### src/rtl/legik_pkg.sv
package legik_pkg;

    localparam int CORDIC_STEPS_DEF = 16;
    localparam int TAB_LEN          = 24;

    localparam int COORD_W = 13;
    localparam int LEN_W   = 12;
    localparam int OUT_W   = 16;
    localparam int ANG_W   = 24;
    localparam int SUM_W   = 26;
    localparam int IDX_W   = 2;

    localparam int SQ_A_W = 30;
    localparam int SQ_C_W = 60;

    localparam logic [IDX_W-1:0] REG_COXA  = 2'd0;
    localparam logic [IDX_W-1:0] REG_FEMUR = 2'd1;
    localparam logic [IDX_W-1:0] REG_TIBIA = 2'd2;

    localparam logic [LEN_W-1:0] COXA_RST  = 12'd480;
    localparam logic [LEN_W-1:0] FEMUR_RST = 12'd944;
    localparam logic [LEN_W-1:0] TIBIA_RST = 12'd1152;

    localparam logic signed [ANG_W-1:0] HALF_PI_Q = 24'sd1647099;
    localparam logic signed [SUM_W-1:0] PI_Q      = 26'sd3294199;
    localparam logic signed [SUM_W-1:0] TWO_PI_Q  = 26'sd6588398;

    localparam logic signed [ANG_W-1:0] ATAN_TAB [0:TAB_LEN-1] = '{
        24'sd823550, 24'sd486170, 24'sd256879, 24'sd130396,
        24'sd65451,  24'sd32757,  24'sd16383,  24'sd8192,
        24'sd4096,   24'sd2048,   24'sd1024,   24'sd512,
        24'sd256,    24'sd128,    24'sd64,     24'sd32,
        24'sd16,     24'sd8,      24'sd4,      24'sd2,
        24'sd1,      24'sd0,      24'sd0,      24'sd0
    };

    function automatic logic [OUT_W-1:0] round_angle(input logic signed [SUM_W-1:0] v);
        logic signed [SUM_W-1:0] t;
        t = v + 26'sd128;
        return t[23:8];
    endfunction

endpackage

### src/rtl/legik_cordic.sv
module legik_cordic #(
    parameter int IN_W  = 14,
    parameter int STEPS = legik_pkg::CORDIC_STEPS_DEF
) (
    input  logic                                aclk,
    input  logic                                en,
    input  logic signed [IN_W-1:0]              in_y,
    input  logic signed [IN_W-1:0]              in_x,
    output logic signed [legik_pkg::ANG_W-1:0]  out_angle
);

    localparam int W  = IN_W + 23;
    localparam int AW = legik_pkg::ANG_W;

    logic signed [W-1:0]  x_reg    [0:STEPS-2];
    logic signed [W-1:0]  y_reg    [0:STEPS-1];
    logic signed [AW-1:0] ang_reg  [0:STEPS];
    logic                 zero_reg [0:STEPS];

    logic signed [W-1:0]  xs;
    logic signed [W-1:0]  ys;
    logic signed [W-1:0]  x0_next;
    logic signed [W-1:0]  y0_next;
    logic signed [AW-1:0] ang0_next;

    // Vectors in the left half plane are first turned by a quarter turn.
    always_comb begin
        xs        = W'(in_x) <<< 20;
        ys        = W'(in_y) <<< 20;
        x0_next   = xs;
        y0_next   = ys;
        ang0_next = '0;
        if (xs < 0) begin
            if (ys >= 0) begin
                x0_next   = ys;
                y0_next   = -xs;
                ang0_next = legik_pkg::HALF_PI_Q;
            end else begin
                x0_next   = -ys;
                y0_next   = xs;
                ang0_next = -legik_pkg::HALF_PI_Q;
            end
        end
    end

    always_ff @(posedge aclk) begin
        if (en) begin
            x_reg[0]    <= x0_next;
            y_reg[0]    <= y0_next;
            ang_reg[0]  <= ang0_next;
            zero_reg[0] <= (in_x == '0) && (in_y == '0);
        end
    end

    for (genvar k = 1; k <= STEPS; k++) begin : g_step
        logic                 y_neg;
        logic signed [AW-1:0] ang_next;

        assign y_neg    = y_reg[k-1][W-1];
        assign ang_next = y_neg ? ang_reg[k-1] - legik_pkg::ATAN_TAB[k-1]
                                : ang_reg[k-1] + legik_pkg::ATAN_TAB[k-1];

        always_ff @(posedge aclk) begin
            if (en) begin
                ang_reg[k]  <= ang_next;
                zero_reg[k] <= zero_reg[k-1];
            end
        end

        if (k < STEPS) begin : g_y
            logic signed [W-1:0] dy;
            logic signed [W-1:0] y_next;
            assign dy     = x_reg[k-1] >>> (k-1);
            assign y_next = y_neg ? y_reg[k-1] + dy : y_reg[k-1] - dy;
            always_ff @(posedge aclk) begin
                if (en) begin
                    y_reg[k] <= y_next;
                end
            end
        end

        if (k < STEPS - 1) begin : g_x
            logic signed [W-1:0] dx;
            logic signed [W-1:0] x_next;
            assign dx     = y_reg[k-1] >>> (k-1);
            assign x_next = y_neg ? x_reg[k-1] - dx : x_reg[k-1] + dx;
            always_ff @(posedge aclk) begin
                if (en) begin
                    x_reg[k] <= x_next;
                end
            end
        end
    end

    assign out_angle = zero_reg[STEPS] ? '0 : ang_reg[STEPS];

endmodule
### config.mk
export PLATFORM = sky130hd
export DESIGN_NAME = legik_cordic
export DESIGN_NICKNAME = d
export VERILOG_FILES = /design/src/rtl/legik_pkg.sv /design/src/rtl/legik_cordic.sv
export SDC_FILE = /design/constraint.sdc
export NUM_CORES = 2
export LEC_CHECK = 0
export BUFFER_PORTS_ARGS = -buffer_cell sky130_fd_sc_hd__buf_2
export CORE_ASPECT_RATIO = 0.8
export CORE_MARGIN = 5
export CORE_UTILIZATION = 45
export CTS_BUF_LIST = sky130_fd_sc_hd__clkbuf_2 sky130_fd_sc_hd__clkbuf_4 sky130_fd_sc_hd__clkbuf_8
export DETAILED_ROUTE_END_ITERATION = 12
export PLACE_DENSITY = 0.63
export SYNTH_ARGS = -nofsm -noshare
export SYNTH_HDL_FRONTEND = slang
export SYNTH_SLANG_ARGS = --single-unit
### constraint.sdc
create_clock -name aclk -period 10.1 [get_ports aclk]
set_input_delay 2.02 -clock aclk [delete_from_list [all_inputs] [get_ports aclk]]
set_output_delay 2.02 -clock aclk [all_outputs]
set_load 0.1 [all_outputs]
==> results.py <==
metrics = {
    "die": {
        "die_h_um": 440.7,
        "ioPinCount": 54,
        "start_util_pct": 45.11,
        "core_mm2": 0.2313,
        "dieWidth_um": 548.3,
        "die_area_mm2": 0.2416,
        "rows": 158,
    },
    "finish": {
        "synthToLayoutAreaGrowth_pct": 8.142,
        "layout_commonest_cell": "edfxtp_1",
        "drive_gt1_share_pct": 4.974,
        "final_cell_mix": "edfxtp_1 (1282), a21oi_1 (1159), ha_1 (1150), nor2_1 (1034), xnor2_1 (1023)",
        "largest_reg_flops": 444,
        "fin_nets": 12236,
        "fillers": 21431,
    },
    "sta": {
        "fin_crit_sh_pct": 58.88,
        "worstMarginPinSlew_ns": 1.353,
        "fin_setup_tns_ns": 0,
        "max_slew_margin_pct": 9.120,
        "timing.fmax_mhz": 168.2,
        "hold_viol": 0,
        "fin_skew_ns": 0.06360,
        "finalCriticalPeriod_ns": 5.947,
        "setup_violations": 0,
        "rsz0062_at_grt": "false",
        "maxSlewViolCount": 0,
    },
    "logic_synthesis": {
        "synthFlopType": "edfxtp_1",
        "syn_area_per_cell_um2": 9.608,
        "synthSimpleGateAreaFrac_pct": 13.83,
        "syn-instance-count": 10859,
        "synth_xor_area_share_pct": 13.29,
        "synth_top_family_by_area": "compound AO/OA/AOI/OAI gates",
        "yosysSeqAreaShare_pct": 36.90,
        "ys_async_sr_fraction_pct": 0,
        "synthAdderAreaFrac_pct": 14.58,
        "synth.cell_area_mm2": 0.1043,
        "synth_edf_count": 1282,
        "synth_fp_nets": 12080,
        "synthMuxAreaShare_pct": 0.4977,
        "synth_seq_cells": 1282,
        "yosysWarnings": 0,
        "synth_compound_area_share_pct": 18.31,
        "ys_types": 93,
    },
    "worst_setup_path": {
        "reg2reg_depth": 18,
        "crit_required_ns": 10.79,
        "cp.arrival_ns": 6.64,
        "critPathKind": "reg -> reg",
        "crit_slowest_cell": "o41ai_1",
        "r2r_end": "x_reg[0][292]$_DFFE_PP_",
        "path_cells": "inv_1, ha_1, nor3b_1, and2_1, nor3b_1, and2_1, a21oi_1, xnor2_1, ha_1, nand3_1, nor4_1, a221oi_1, a21boi_0, a311oi_1, o41ai_1, a21o_1, a21oi_1, xnor2_1",
        "reg2reg_from": "y_reg[6][6]$_DFFE_PP_",
        "cpPeakStageDelay_ns": 0.79,
        "worstPathMaxFanout": 8,
        "crit_path_end_kind": "register",
        "cp-start-kind": "register",
        "rrSetupSlack_ns": 4.15,
    },
    "worst_hold_path": {
        "holdPathStages": 0,
        "hp-class": "reg -> reg",
        "hold_path_end": "ang_reg[0][360]$_DFFE_PP_",
        "hp-start": "ang_reg[0][336]$_DFFE_PP_",
    },
    "clock_tree": {
        "clock-root-buffer": "clkbuf_8",
        "cts_buffer_depth": 4,
        "cts_setup_buffers": 0,
        "worstSkewPairLatency_ns": 1.01,
        "clkTransAtPathRegs_ns": 0.06,
        "cts_made_buffers": 226,
        "cts_htree_levels": 4,
        "post_cts_resized": 0,
        "cts_sinks": 1282,
        "cts_tree": "done",
        "postCtsHoldBufs": 0,
    },
    "detailed_routing": {
        "drc": 0,
        "drt-total-wl_um": 286900,
        "avgRoutedWirePerCell_um": 20.17,
        "first_pass_iters": 7,
        "vias": 82335,
        "drt-vias-per-instance": 5.789,
        "ant_nets": 0,
        "drt_iter0_markers": 7556,
    },
    "placed_design": {
        "place.gp.congestion": 0.9490,
        "hpwl_um": 228200,
        "io_buffers": 53,
    },
    "flow_run": {
        "max_cap_viol_count": 0,
    },
    "grt": {
        "grt_pass1_wl_um": 445800,
        "grt_pass1_vias": 77259,
        "grt_use_total_pct": 23.10,
        "grt_overflow": 0,
        "antenna_found_initial": 4,
        "grt_max_degree": 176,
    },
    "run_status": {
        "status": "complete, no violations",
    },
}
critical path: cells and delay by family, from the launching register on:
kind                       cells  cell delay (ns)
buffers and inverters          1             0.18
AOI/OAI and AO/OA              7             1.83
DFF                            1             0.46
xor gates and xnor gates       2             0.29
and+or+nand+nor                6             2.27
adders and majority gates      2             0.65
synthesized netlist by cell type, types with 68 or more instances:
cell type / n / area (um^2)
o21bai_1: 142 / 1066
nand3_1: 159 / 795.8
nor2_1: 1034 / 3881
a21o_1: 458 / 3438
nand2_1: 533 / 2001
edfxtp_1: 1282 / 38500
clkbuf_1: 156 / 585.6
a21oi_1: 1159 / 5801
ha_1: 1150 / 14390
nor4_1: 85 / 531.8
nand2b_1: 159 / 994.7
nor2b_1: 214 / 1339
and2_1: 85 / 531.8
o21ai_0: 518 / 2592
a211oi_1: 68 / 510.5
xnor2_1: 1023 / 8960
and3_1: 103 / 644.4
o21a_1: 139 / 1044
xor2_1: 560 / 4905
nor3_1: 304 / 1521
inv_1: 540 / 2027
a31oi_1: 129 / 807.0
cell families (layout without fill, tap and decap cells):
family / count (synthesis) / count (layout)
buffers and inverters: 720 / 1040
AND/OR/NAND/NOR: 2981 / 2981
multiplexers: 49 / 49
other: 0 / 3
flip-flops: 1282 / 1282
XOR/XNOR: 1583 / 1583
adder cells (fa/ha/maj): 1191 / 1191
AO/OA/AOI/OAI: 3053 / 3053
final cells by class:
| type | instances | area [um^2] | share of cell area, % |
|---|---|---|---|
| Multi-Input combinational cell | 8857 | 63140 | 55.96 |
| Sequential cell | 1282 | 38500 | 34.12 |
| Tap cell | 3040 | 3804 | 3.371 |
| Clock buffer | 277 | 3518 | 3.118 |
| Inverter | 543 | 2038 | 1.806 |
| Clock inverter | 115 | 1092 | 0.9681 |
| Timing Repair Buffer | 105 | 733.2 | 0.6499 |
| Antenna cell | 3 | 7.507 | 0.006654 |
per-stage QoR:
step / instances / util [%] / cell area (um^2) / setup WS (ns) / hold slack [ns]
after floorplan: 10859 / - / 104300 / 5.249 / 0.4003
after global placement: 13827 / 46.78 / 108200 / 4.055 / 0.4014
after detailed placement: 13827 / 46.78 / 108200 / 4.309 / 0.4045
after CTS: 14219 / 48.78 / 112800 / 4.238 / 0.3942
after global routing: 14221 / 48.78 / 112800 / 3.630 / 0.4179
final: 14222 / 48.78 / 112800 / 4.153 / 0.3953
worst max path at each step:
stage	cells past startpoint	start	slack [ns]	end
2_1_floorplan	16	x_reg[0][237]$_DFFE_PP_	5.25	y_reg[7][33]$_DFFE_PP_
3_3_place_gp	18	x_reg[0][230]$_DFFE_PP_	4.06	y_reg[7][33]$_DFFE_PP_
3_5_place_dp	18	y_reg[6][6]$_DFFE_PP_	4.31	x_reg[0][292]$_DFFE_PP_
4_1_cts	18	y_reg[6][6]$_DFFE_PP_	4.24	x_reg[0][292]$_DFFE_PP_
5_1_grt	18	y_reg[6][6]$_DFFE_PP_	3.63	x_reg[0][292]$_DFFE_PP_
6_report	18	y_reg[6][6]$_DFFE_PP_	4.15	x_reg[0][292]$_DFFE_PP_
routing by layer:
metal	vias to the layer above	part of all wire [%]	track usage, %
met5	-	0.0035	0
met1	39092	49	35.29
li1	40206	-	-
met2	2679	40	33.07
met4	2	2.1	4.966
met3	356	8.6	5.226
Power is left out: the tool's default activity adds up to more than one toggle a clock period on the data nets, which glitch-free logic cannot reach.
