**src/rtl/legik_isqrt.sv**
```systemverilog
module legik_isqrt #(
    parameter int IN_W   = 30,
    parameter int SIDE_W = 1
) (
    input  logic              aclk,
    input  logic              aresetn,
    input  logic              en,
    input  logic              in_valid,
    input  logic [IN_W-1:0]   in_rad,
    input  logic [SIDE_W-1:0] in_side,
    output logic              out_valid,
    output logic [IN_W/2-1:0] out_root,
    output logic [SIDE_W-1:0] out_side
);

    localparam int RT_W = IN_W / 2;
    localparam int RM_W = RT_W + 2;

    logic [IN_W-1:0]   rad_reg   [1:RT_W-1];
    logic [RM_W-1:0]   rem_reg   [1:RT_W-1];
    logic [RT_W-1:0]   root_reg  [1:RT_W];
    logic [SIDE_W-1:0] side_reg  [1:RT_W];
    logic              valid_reg [1:RT_W];

    for (genvar k = 1; k <= RT_W; k++) begin : g_step
        logic [IN_W-1:0]   rad_prev;
        logic [RM_W-1:0]   rem_prev;
        logic [RT_W-1:0]   root_prev;
        logic [SIDE_W-1:0] side_prev;
        logic              valid_prev;
        logic [RM_W+1:0]   cat;
        logic [RM_W+1:0]   trial;
        logic              ge;

        if (k == 1) begin : g_first
            assign rad_prev   = in_rad;
            assign rem_prev   = '0;
            assign root_prev  = '0;
            assign side_prev  = in_side;
            assign valid_prev = in_valid;
        end else begin : g_later
            assign rad_prev   = rad_reg[k-1];
            assign rem_prev   = rem_reg[k-1];
            assign root_prev  = root_reg[k-1];
            assign side_prev  = side_reg[k-1];
            assign valid_prev = valid_reg[k-1];
        end

        assign cat   = {rem_prev, rad_prev[IN_W-1 -: 2]};
        assign trial = {2'b00, root_prev, 2'b01};
        assign ge    = cat >= trial;

        always_ff @(posedge aclk) begin
            if (!aresetn) begin
                valid_reg[k] <= 1'b0;
            end else if (en) begin
                valid_reg[k] <= valid_prev;
            end
        end

        always_ff @(posedge aclk) begin
            if (en) begin
                root_reg[k] <= {root_prev[RT_W-2:0], ge};
                side_reg[k] <= side_prev;
            end
        end

        if (k < RT_W) begin : g_rem
            always_ff @(posedge aclk) begin
                if (en) begin
                    rad_reg[k] <= rad_prev << 2;
                    rem_reg[k] <= ge ? RM_W'(cat - trial) : RM_W'(cat);
                end
            end
        end
    end

    assign out_valid = valid_reg[RT_W];
    assign out_root  = root_reg[RT_W];
    assign out_side  = side_reg[RT_W];

endmodule

```
**config.mk**
```make
export PLATFORM = sky130hd
export DESIGN_NAME = legik_isqrt
export DESIGN_NICKNAME = d
export VERILOG_FILES = /design/src/rtl/legik_isqrt.sv
export SDC_FILE = /design/constraint.sdc
export NUM_CORES = 1
export LEC_CHECK = 0
export BUFFER_PORTS_ARGS = -buffer_cell sky130_fd_sc_hd__buf_2
export CORE_MARGIN = 4
export CORE_UTILIZATION = 25
export DETAILED_ROUTE_END_ITERATION = 12
export PLACE_DENSITY = 0.36
export REMOVE_ABC_BUFFERS = 1
export SYNTH_ARGS = -nofsm -noshare
export SYNTH_HDL_FRONTEND = slang
export SYNTH_SLANG_ARGS = --single-unit
```
**constraint.sdc**
```tcl
create_clock -name aclk -period 5.03 [get_ports aclk]
set_input_delay 1.006 -clock aclk [delete_from_list [all_inputs] [get_ports aclk]]
set_output_delay 1.006 -clock aclk [all_outputs]
set_load 0.005 [all_outputs]
```
==> impl_metrics.csv, run 1 <==
group,metric,value,unit
yosys,synth_cells,1997,
floorplanning,die_y,335,um
floorplanning,die_w,335,um
yosys,async_reset_ff_frac,0,
pwr,p_total,12700,uW
setup_path,r2r_start,"root_reg[2][47]",
global_route,overflow,0,
place,dp_hpwl,38.0,mm
clock_tree,cts_buffers,72,
clock_tree,cts_tree,"yes",
pwr,p_per_area,411,nW/um2
layout,largest_register_ffs,220,
layout,fillers,10700,
place,place_congestion,0.836,
layout,drive_above_1_share,0.0867,
floorplanning,fp-row-count,119,
setup_path,crit_start,"root_reg[2][47]",
yosys,synth_edf_count,580,
sta,finalCritPeriodShare,0.648,
setup_path,critPathArrivalTime,3.62,ns
layout,layout_commonest_cell,"edfxtp_1",
setup_path,rr_worst_depth,9,
clock_tree,clock-sinks,580,
hold_path,min_path_cells,0,
clock_tree,clock_latency,0.62,ns
global_route,grt_max_degree,132,
floorplanning,die-area,112000,um2
yosys,synthesis.area,26800,um2
setup_path,r2r_end,"rem_reg[1][71]",
sta,tns,0,ns
yosys,yosysUniqueCellTypes,85,
yosys,yosysSeqAreaShare,0.651,
sta,hold_violations,0,
setup_path,crit_path_end,"rem_reg[1][71]",
detailed_routing,avgRoutedWirePerCell,15.4,um
layout,area_delta_synth_final,15.5,%
yosys,synth.avg_cell_area,13.4,um2
clock_tree,cts-resized-gates,0,
clock_tree,postCtsSetupBuffers,0,
sta,finalCriticalPeriod,3.26,ns
flow_run,max_cap_violations,0,
global_route,grt_pass1_vias,15400,
detailed_routing,vias_per_cell,4.42,
floorplanning,start_util,0.253,
setup_path,required,5.39,ns
sta,finalSetupViolCount,0,
global_route,grt_pass1_wl,87.5,mm
global_route,antenna_found_initial,0,
setup_path,reg2reg_slack,1.77,ns
clock_tree,clk_pin_slew_worst_paths,0.06,ns
yosys,ys_ff_latch,580,
sta,finalMaxSlewViolations,0,
setup_path,worstSetupPathType,"register to register",
detailed_routing,drtIter0Drc,1166,
run_status,status,"finished clean",
yosys,synthFlopType,"edfxtp_1",
sta,slew_headroom,0.251,
global_route,grt_use_total,0.0976,
detailed_routing,routed-via-count,15700,
layout,antennaDiodeCount,0,
place,port_buffers,51,
detailed_routing,first_pass_iters,6,
hold_path,hp-class,"register to register",
detailed_routing,route.detailed.drc,0,
setup_path,cp_max_fo,14,
pwr,irDropWorstVdd,0.000230,V
sta,rsz0062_at_grt,"no",
detailed_routing,ant_nets,0,
layout,final_cell_mix,"580 x edfxtp_1, 163 x inv_1, 146 x nor2_1",
sta,worst_slew_pin_slew,1.10,ns
layout,multi_input_area,8600,um2
floorplanning,core,106000,um2
setup_path,end_kind,"register",
place,placed_cell_area,28800,um2
floorplanning,io_pins,52,
layout,finalNetCount,2270,
pwr,leakagePower,0.0115,uW
setup_path,critical_path.startpoint_type,"register",
layout,seqCellArea,17400,um2
layout,final_area,30900,um2
yosys,yosys_warnings,0,
clock_tree,cts_max_path_buffers,3,
clock_tree,htree_levels,3,
detailed_routing,routed_wl,54.8,mm
sta,clock_skew,0.0139,ns
sta,max_freq,0.307,GHz
clock_tree,postCtsHoldBufs,0,
clock_tree,root_buffer,"clkbuf_16",
-- how the worst min path moves through the flow --
stage                        start              end  slack, ns
finish              rad_reg[0][66]   rad_reg[0][96]       0.41
global route        rad_reg[0][66]   rad_reg[0][96]       0.42
CTS                 rad_reg[0][66]   rad_reg[0][96]       0.41
detailed placement  rad_reg[0][72]  rad_reg[0][102]       0.40
global placement    rad_reg[0][76]  rad_reg[0][106]       0.40
floorplan           rad_reg[0][70]  rad_reg[0][100]       0.40
-- metal layers --
layer,GRT usage,wire length [um]
met3,0.0243,3050
met2,0.144,23500
met4,0.0401,1610
met5,0,0
met1,0.137,26600
-- cells by family after synthesis --
family / Yosys count / synth area share
flip-flops: 580 / 0.651
multiplexers: 50 / 0.0214
XOR/XNOR: 150 / 0.0491
AND/OR/NAND/NOR: 517 / 0.0971
buffers and inverters: 198 / 0.0286
adder cells (fa/ha/maj): 135 / 0.0631
AO/OA/AOI/OAI: 366 / 0.0900
other: 1 / 0.000140
-- Yosys cell counts, drive strengths merged, types with 5 or more instances --
master   count  area share
edfxtp     580        0.65
inv        167       0.023
nor2       148       0.021
ha         135       0.063
a21oi      115       0.022
xnor2       95       0.031
nand2       88       0.012
o21ai       73       0.014
nor3        58       0.011
xor2        55       0.018
mux2        40       0.018
nand3       33      0.0062
o21a        29      0.0081
nor4        28      0.0065
nand4       27      0.0063
nor2b       24      0.0056
and3        23      0.0054
a21o        21      0.0059
clkbuf      20      0.0028
or3         20      0.0049
nand2b      19      0.0044
a211oi      16      0.0047
o31ai       13      0.0036
and2        12      0.0028
o211ai      12      0.0034
a31oi       11      0.0026
buf         11      0.0023
or4         11      0.0032
mux2i       10      0.0037
o31a        10      0.0033
or2          8      0.0019
a2111oi      7      0.0023
a221oi       5      0.0019
o311ai       5      0.0019
o41ai        5      0.0016
-- where the power goes --
| part | total [uW] | switching, uW | internal, uW |
|---|---|---|---|
| clock | 4710 | 2020 | 2690 |
| sequential | 6240 | 305 | 5940 |
| combinational | 1740 | 985 | 754 |
-- per-stage QoR --
step | hold WS [ns] | utilization | std cells | setup WS (ns)
global route | 0.420 | 0.292 | 3547 | 1.50
floorplan | 0.400 | - | 1966 | 0.954
global placement | 0.400 | 0.272 | 3417 | 1.80
detailed placement | 0.405 | 0.272 | 3417 | 1.80
CTS | 0.412 | 0.292 | 3547 | 1.78
finish | 0.410 | 0.292 | 3547 | 1.77
-- critical path, cell delays in order, from the launching register on --
cell      delay, ns
edfxtp_1       0.39
inv_1          0.06
ha_1           0.26
or3_1          0.41
o22ai_2        0.31
o221ai_1       0.28
o21ai_1        0.18
and4_1         0.43
inv_2          0.28
mux2_1         0.39
-- final cells by class --
cell class | count | share of cell area
clock buffers | 86 | 0.0600
well taps | 1391 | 0.0563
clock inverters | 44 | 0.00899
multi-input cells | 1219 | 0.278
flip-flops and latches | 580 | 0.564
inverters | 167 | 0.0203
repair buffers | 60 | 0.0128
Note: power is estimated with default switching activity, not from simulation.
==> inputs of run 2 (changes only) <==
--- a/config.mk
+++ b/config.mk
@@ -9,7 +9,7 @@
 export CORE_MARGIN = 4
 export CORE_UTILIZATION = 25
 export DETAILED_ROUTE_END_ITERATION = 12
-export PLACE_DENSITY = 0.36
+export PLACE_DENSITY = 0.37
 export REMOVE_ABC_BUFFERS = 1
 export SYNTH_ARGS = -nofsm -noshare
 export SYNTH_HDL_FRONTEND = slang
==> constraint.sdc (replaced) <==
create_clock -name aclk -period 2.7 [get_ports aclk]
set_input_delay 0.54 -clock aclk [delete_from_list [all_inputs] [get_ports aclk]]
set_output_delay 0.54 -clock aclk [all_outputs]
set_load 0.005 [all_outputs]
==> run 2 against run 1 <==
Effect of this change: combinational power increased by 110%; sequential share of layout area decreased by 1.9 points; wire length increased by 2.5%; worst setup slack got worse by 1.7 ns; critical path depth increased by 1; register-to-register slack got worse by 1.7 ns.
==> impl_metrics.csv, run 2 (synthesis results as in run 1) <==
group,metric,value,unit
run_status,status,"finished clean",
clock_tree,clock-sinks,580,
sta,slew_headroom,0.478,
layout,antennaDiodeCount,0,
setup_path,slowest_stage,"edfxtp_1",
setup_path,critical_path.startpoint_type,"register",
pwr,seq_power_share,0.488,
floorplanning,core,106000,um2
floorplanning,die_y,335,um
place,place_congestion,0.815,
setup_path,r2r_start,"root_reg[2][19]",
sta,max_freq,0.382,GHz
layout,layout_commonest_cell,"edfxtp_1",
pwr,combPwrFrac,0.151,
place,port_buffers,51,
detailed_routing,drtIter0Drc,881,
setup_path,worstSetupPathType,"register to register",
setup_path,end_kind,"register",
setup_path,required,3.04,ns
global_route,grt_pass1_wl,90.3,mm
clock_tree,clock_latency,0.61,ns
pwr,p_per_area,744,nW/um2
layout,fillers,10600,
layout,seqCellArea,17400,um2
hold_path,hold_path_startpoint,"in_rad[26]",
setup_path,critPathMaxStageDelay,0.42,ns
detailed_routing,vias_per_cell,4.38,
sta,finalSetupViolCount,0,
floorplanning,start_util,0.253,
detailed_routing,avgRoutedWirePerCell,15.4,um
layout,drive_above_1_share,0.147,
flow_run,max_cap_violations,0,
global_route,grt_use_total,0.100,
clock_tree,postCtsHoldBufs,0,
setup_path,crit_buf_inv,4,
sta,fin_hold_ws,0.0989,ns
setup_path,rr_worst_depth,10,
sta,clock_skew,0.0183,ns
layout,area_delta_synth_final,19.5,%
layout,largest_register_ffs,220,
clock_tree,clk_pin_slew_worst_paths,0.06,ns
pwr,clkPwrFrac,0.361,
clock_tree,cts_buffers,71,
sta,rsz0062_at_grt,"yes",
sta,hold_violations,0,
sta,finalCriticalPeriod,2.62,ns
layout,finalNetCount,2383,
pwr,p_total,23800,uW
floorplanning,die-area,112000,um2
clock_tree,htree_levels,3,
pwr,p_int,17700,uW
hold_path,min_path_cells,1,
setup_path,reg2reg_slack,0.08,ns
floorplanning,fp-row-count,119,
hold_path,min_to,"rad_reg[0][54]",
detailed_routing,route.detailed.drc,0,
clock_tree,cts_tree,"yes",
sta,finalCritPeriodShare,0.969,
sta,finalMaxSlewViolations,0,
setup_path,path_cells,"inv_1 -> ha_1 -> o211ai_1 -> nor3_1 -> a221oi_2 -> buf_4 -> o211ai_1 -> buf_4 -> buf_12 -> mux2_1",
global_route,antenna_found_initial,0,
sta,worst_slew_pin_slew,0.776,ns
setup_path,r2r_end,"rem_reg[1][38]",
detailed_routing,routed-via-count,16000,
hold_path,hp-class,"primary input to register",
sta,fin_ws,0.0829,ns
detailed_routing,ant_nets,0,
detailed_routing,first_pass_iters,5,
setup_path,critPathArrivalTime,2.95,ns
setup_path,cp_max_fo,15,
pwr,p_sw,6150,uW
global_route,grt_max_degree,102,
setup_path,cp_top_family,"buffers and inverters",
pwr,irDropWorstVdd,0.000367,V
layout,multi_input_area,8820,um2
place,dp_worst_setup_slack,-0.0763,ns
pwr,leakagePower,0.0121,uW
setup_path,crit_start,"root_reg[2][19]",
global_route,grt_pass1_vias,16300,
clock_tree,root_buffer,"clkbuf_16",
global_route,overflow,0,
detailed_routing,routed_wl,56.2,mm
layout,final_cell_mix,"580 x edfxtp_1, 163 x inv_1, 146 x nor2_1",
pwr,switching_share,0.258,
place,dp_hpwl,39.7,mm
clock_tree,cts_max_path_buffers,3,
floorplanning,die_w,335,um
floorplanning,io_pins,52,
run 2: cell count changes in the layout (fill, tap and decap cells not counted), sizes merged:
cell      delta
clkinvlp     -3
buf        +114
clkinv       -8
inv          -1
run 2: through the flow:
| step | TNS, ns | cell area [um2] | std cells | util |
|---|---|---|---|---|
| floorplan | -20.95 | 26600 | 1966 | - |
| global placement | -0.0282 | 29700 | 3525 | 0.280 |
| detailed placement | -0.112 | 29700 | 3525 | 0.280 |
| CTS | 0 | 31800 | 3643 | 0.300 |
| global route | -0.0724 | 32000 | 3649 | 0.302 |
| finish | 0 | 32000 | 3649 | 0.302 |
run 2: power by group through the flow:
stage	clock (uW)	sequential [uW]	combinational [uW]
2_1_floorplan	0	11600	2370
3_3_place_gp	0	11800	3510
3_5_place_dp	0	11800	3510
4_1_cts	9070	11600	3550
5_1_grt	9400	11700	4030
6_report	8590	11600	3590
run 2: how the worst max path moves through the flow:
stage,to,cells after the start
after floorplan,rem_reg[1][91],6
after global placement,rem_reg[1][64],9
after detailed placement,rem_reg[1][91],7
after CTS,rem_reg[1][71],8
after global routing,rem_reg[1][38],8
final,rem_reg[1][38],10
run 2: what timing repair did:
item | CTS | global route
setup buffers | 0 | 6
setup endpoints to repair | 16 | 57
gates resized for setup | 6 | 40
pin swaps | 0 | 9
run 2: final cells by class:
cell class | instances | share of cell area
clock buffers | 86 | 0.0579
clock inverters | 32 | 0.00622
inverters | 167 | 0.0197
multi-input cells | 1219 | 0.276
flip-flops and latches | 580 | 0.544
well taps | 1391 | 0.0544
repair buffers | 174 | 0.0418
run 2: layer usage:
| layer | track usage | routed length, um |
|---|---|---|
| met5 | 0 | 0 |
| met4 | 0.0355 | 1400 |
| met3 | 0.0194 | 2280 |
| met2 | 0.160 | 25700 |
| met1 | 0.136 | 26700 |
